--- config.mk ---
export PLATFORM = sky130hd
export DESIGN_NAME = ltd_cell
export DESIGN_NICKNAME = d
export VERILOG_FILES = /design/src/hw/rtl/ltd_pkg.sv /design/src/hw/rtl/ltd_cell.sv
export SDC_FILE = /design/constraint.sdc
export NUM_CORES = 1
export LEC_CHECK = 0
export ABC_AREA = 1
export BUFFER_PORTS_ARGS = -buffer_cell sky130_fd_sc_hd__buf_2
export CORE_MARGIN = 10
export CORE_UTILIZATION = 41
export DETAILED_ROUTE_END_ITERATION = 10
export PLACE_DENSITY = 0.79
export RECOVER_POWER = 25
export REMOVE_ABC_BUFFERS = 1
export SYNTH_ARGS = -nofsm -noshare
export SYNTH_HDL_FRONTEND = slang
export SYNTH_SLANG_ARGS = --single-unit
--- constraint.sdc ---
create_clock -name clk -period 2 [get_ports clk]
set_input_delay 0.2 -clock clk [delete_from_list [all_inputs] [get_ports clk]]
set_output_delay 0.2 -clock clk [all_outputs]
set_load 0.05 [all_outputs]
--- src/hw/rtl/ltd_pkg.sv ---
package ltd_pkg;

  localparam int KEY_W = 32;
  localparam int CNT_W = 7;
  localparam int CFG_W = 7;

  localparam int DEFAULT_CAPACITY = 64;
  localparam int DEFAULT_KEY_BITS = 32;

  localparam logic [CFG_W-1:0] MAX_ENTRIES_RESET = 7'd50;

  localparam logic ACT_ACCESS = 1'b0;
  localparam logic ACT_INSERT = 1'b1;

  typedef enum logic {
    ST_IDLE,
    ST_UPD
  } state_t;

  typedef struct packed {
    logic             action;
    logic [KEY_W-1:0] key;
  } in_item_t;

  typedef struct packed {
    logic             hit;
    logic             evicted;
    logic [KEY_W-1:0] evicted_key;
    logic [CNT_W-1:0] entry_count;
  } out_item_t;

  typedef struct packed {
    logic cmp;
    logic upd;
  } cell_ctrl_t;

endpackage

--- src/hw/rtl/ltd_cell.sv ---
module ltd_cell #(
  parameter int IDX      = 0,
  parameter int KEY_BITS = ltd_pkg::DEFAULT_KEY_BITS,
  parameter int CW       = 7
) (
  input  logic                 clk,
  input  logic                 rst,
  input  ltd_pkg::cell_ctrl_t  ctrl,
  input  logic [KEY_BITS-1:0]  req_key,
  input  logic [CW-1:0]        count,
  input  logic [CW-1:0]        count_next,
  input  logic [KEY_BITS-1:0]  prev_key,
  input  logic                 stop_in,
  output logic [KEY_BITS-1:0]  key,
  output logic                 valid,
  output logic                 match,
  output logic                 stop_out,
  output logic [KEY_BITS-1:0]  last_key
);

  // cell position equals recency rank, valid cells form a prefix
  logic is_last;

  assign is_last  = valid && (CW'(IDX + 1) == count);
  assign stop_out = stop_in | match;

  always_ff @(posedge clk) begin
    if (rst) begin
      valid <= 1'b0;
      match <= 1'b0;
    end else begin
      if (ctrl.cmp) begin
        match <= valid && (key == req_key);
      end
      if (ctrl.upd) begin
        valid <= CW'(IDX) < count_next;
      end
    end
  end

  // cells up to and including the hit position move one place older
  always_ff @(posedge clk) begin
    if (ctrl.cmp) begin
      last_key <= is_last ? key : '0;
    end
    if (ctrl.upd && !stop_in) begin
      key <= prev_key;
    end
  end

endmodule

==> impl_results.md <==
* Pins over their slew limit at 0
* GPL Wtd Cong at approximately 0.77
* Synth top area share at between 60% and 70%
* Arrival time at the worst endpoint at about 1.2 ns
* I/O pins at 150
* Hold Path Depth at 1
* Pleak at 1.94 nW
* Total grt overflow at 0
* # H-tree levels at 3
* Core ar. at roughly 0.0068 mm2
* Post-DP HPWL at about 6600 um
* Die Span Y at about 100 um
* DR vias/cell at between 4 and 5
* GR Util All Layers at approximately 14%
* FF-to-FF path depth at 7
* CTS Hold Bufs at 0
* Setup Skew at 0.0108 ns
* Worst-Skew Late Latency at 0.33 ns
* Relative slew slack at between 30% and 40%
* Final worst-path cycle share at between 60% and 70%
* Seq/Total Area, Yosys at between 60 and 70%
* Leading area contributor after synthesis: edfxtp_1
* Maximum vdd drop at slightly below 0.5 mV
* Status: finished, final reports clean
* Asr flop ratio synth at 0%
* First-pass GRT wire length at roughly 12000 um
* Maximum Capacitance Violations at 0
* NetSw at roughly 930 uW
* Postcts setup bufs at 0
* Avg Inst Size Synth at 11.0 um2
* CTS clk-pin slew, worst paths at 0.07 ns
* Share of layout cells above drive strength 1 at between 40 and 50%
* Antenna violations before repair at 1
* #FFs+latches synth at 66
* Worst Hold Margin at between 0.04 and 0.05 ns
* Internal at roughly 2.3 mW
* Antenna Nets Post-Route at 0
* Drt first pass iters at 4
* Setup TNS at 0 ns
* Detailed Route WL at 7920 um
* FF-to-FF End: match
* R2R Path Start: key[18]
* Critical Path Source Type: register
* Commonest register cell after synthesis: edfxtp_1
* Synth Cell Area at ~0.0029 mm2
* Setup-failing EPs final at 0
* RSZ-0062 raised after global routing: no
* Setup crit start: match
* Post-synth top cells: edfxtp_1, inv_1, nand2_1, nor2_2, nor2_1
* Min-Delay Path Class: in -> reg
* Count of cell types in the netlist at 21
* Routed len/inst at roughly 15 um
* CP Capture Type: output port
* Worst hold path startpoint: prev_key[29]
* TritonCTS Buffers at 9
* Crit path to: stop_out
* Worst-Margin Slew at between 1 and 1.5 ns
* Top cells by area, synth: edfxtp_1, inv_1, nand2_1
* Cell count after synthesis at 263
* Crit path kind: reg -> out
* Seq pwr share at 50.3%
* Final Critical Period at 1.36 ns
* Die area at roughly 0.011 mm2
* Rows at 30
* Crit-path max FO at 3
* Via count at approximately 2300
* Comb pwr share at between 10% and 20%
* Max Freq at about 740 MHz
* Worst EP required at approximately 1.8 ns
* Residual DRC at 0
* Final Hold Viols at 0
* Net Sw Frac at about 29%
* NumNets Final at just over 500
* Number of global-route vias before repair at approximately 2600
* CTS Sinks at 66
* FF-to-FF setup slack at a little over 0.7 ns
* IO buf count at 149
* Clock Power Share at approximately 32%
* Cts repair resizes at 0
* Initial Util at between 40% and 50%
* Number of enable flip-flop cells after synthesis at 64
* Area Growth Syn to Fin at 36.1%
* Count leader, synth: edfxtp_1
* Clk root buf: clkbuf_8
* Drt initial violations at between 80 and 90
* Longest Clk Path Bufs at 2
* CTS tree: done
* Syn. warnings at 0
* Power density cells at 820 mW/mm2
* Largest net degree at the start of global routing at 33
* Die X at 104 um
==> sequential cells by signal (all words and copies together), names as in the netlist <==
name      flops
match         1
valid         1
last_key     32
key          32
==> final cells by class <==
class	instances	area [um2]
Inverter	59	221
Sequential cell	66	1960
Clock buffer	11	131
Clock inverter	5	45.0
Tap cell	96	120
Multi-Input combinational cell	135	694
Antenna cell	1	2.50
Timing Repair Buffer	154	774
Fill cell	628	2880
==> routing by layer <==
metal  track usage, %  vias up  share of wire, %
met2             27.3       90                54
met4             5.67        0               1.4
li1                 -     1152                 -
met3             5.14       10               6.9
met5                0        -                 0
met1             13.9     1063                37
==> stage by stage <==
step / cells / area [um2] / utilization, % / setup slack [ns] / power [mW]
2_1_floorplan: 260 / 2870 / - / -0.0245 / 2.02
3_3_place_gp: 510 / 3780 / 55.3 / 0.727 / 2.21
3_5_place_dp: 510 / 3780 / 55.3 / 0.684 / 2.23
4_1_cts: 526 / 3960 / 57.9 / 0.623 / 3.27
5_1_grt: 527 / 3950 / 57.8 / 0.495 / 3.37
6_report: 527 / 3950 / 57.8 / 0.643 / 3.24
==> cells by family after synthesis <==
logic type / synth area share [%]
AND/OR/NAND/NOR: 20.1
flip-flops: 67.6
buffers and inverters: 8.79
XOR/XNOR: 2.41
AO/OA/AOI/OAI: 1.16
==> how the worst min path moves through the flow <==
| stage | end | slack [ns] |
|---|---|---|
| after detailed placement | key[0] | 0.38 |
| after CTS | key[29] | 0.03 |
| final | key[29] | 0.04 |
| after floorplan | match | 0.27 |
| after global placement | key[29] | 0.38 |
| after global routing | key[25] | 0.02 |
==> placed cells by master, fill, tap and decap left out, types with 4 or more instances in the layout <==
| cell type | count |
|---|---|
| inv_1 | 59 |
| nor2_2 | 28 |
| clkbuf_8 | 9 |
| clkinv_1 | 4 |
| nand4_1 | 6 |
| xnor2_1 | 6 |
| buf_2 | 148 |
| nand2_1 | 59 |
| nand3_1 | 4 |
| nor2_1 | 15 |
| edfxtp_1 | 64 |
| clkbuf_1 | 5 |
==> worst max-delay path: stages (launching register included) <==
cell and delay, ns:
dfxtp_1 0.33, or2_2 0.28, buf_2 0.21
==> power groups by stage <==
stage / clock [mW] / combinational [mW] / sequential (mW)
floorplan: 0 / 0.115 / 1.90
global placement: 0 / 0.557 / 1.66
detailed placement: 0 / 0.568 / 1.66
CTS: 1.07 / 0.569 / 1.63
global route: 1.13 / 0.602 / 1.64
finish: 1.05 / 0.560 / 1.63
(Power assumes the default switching activity.)
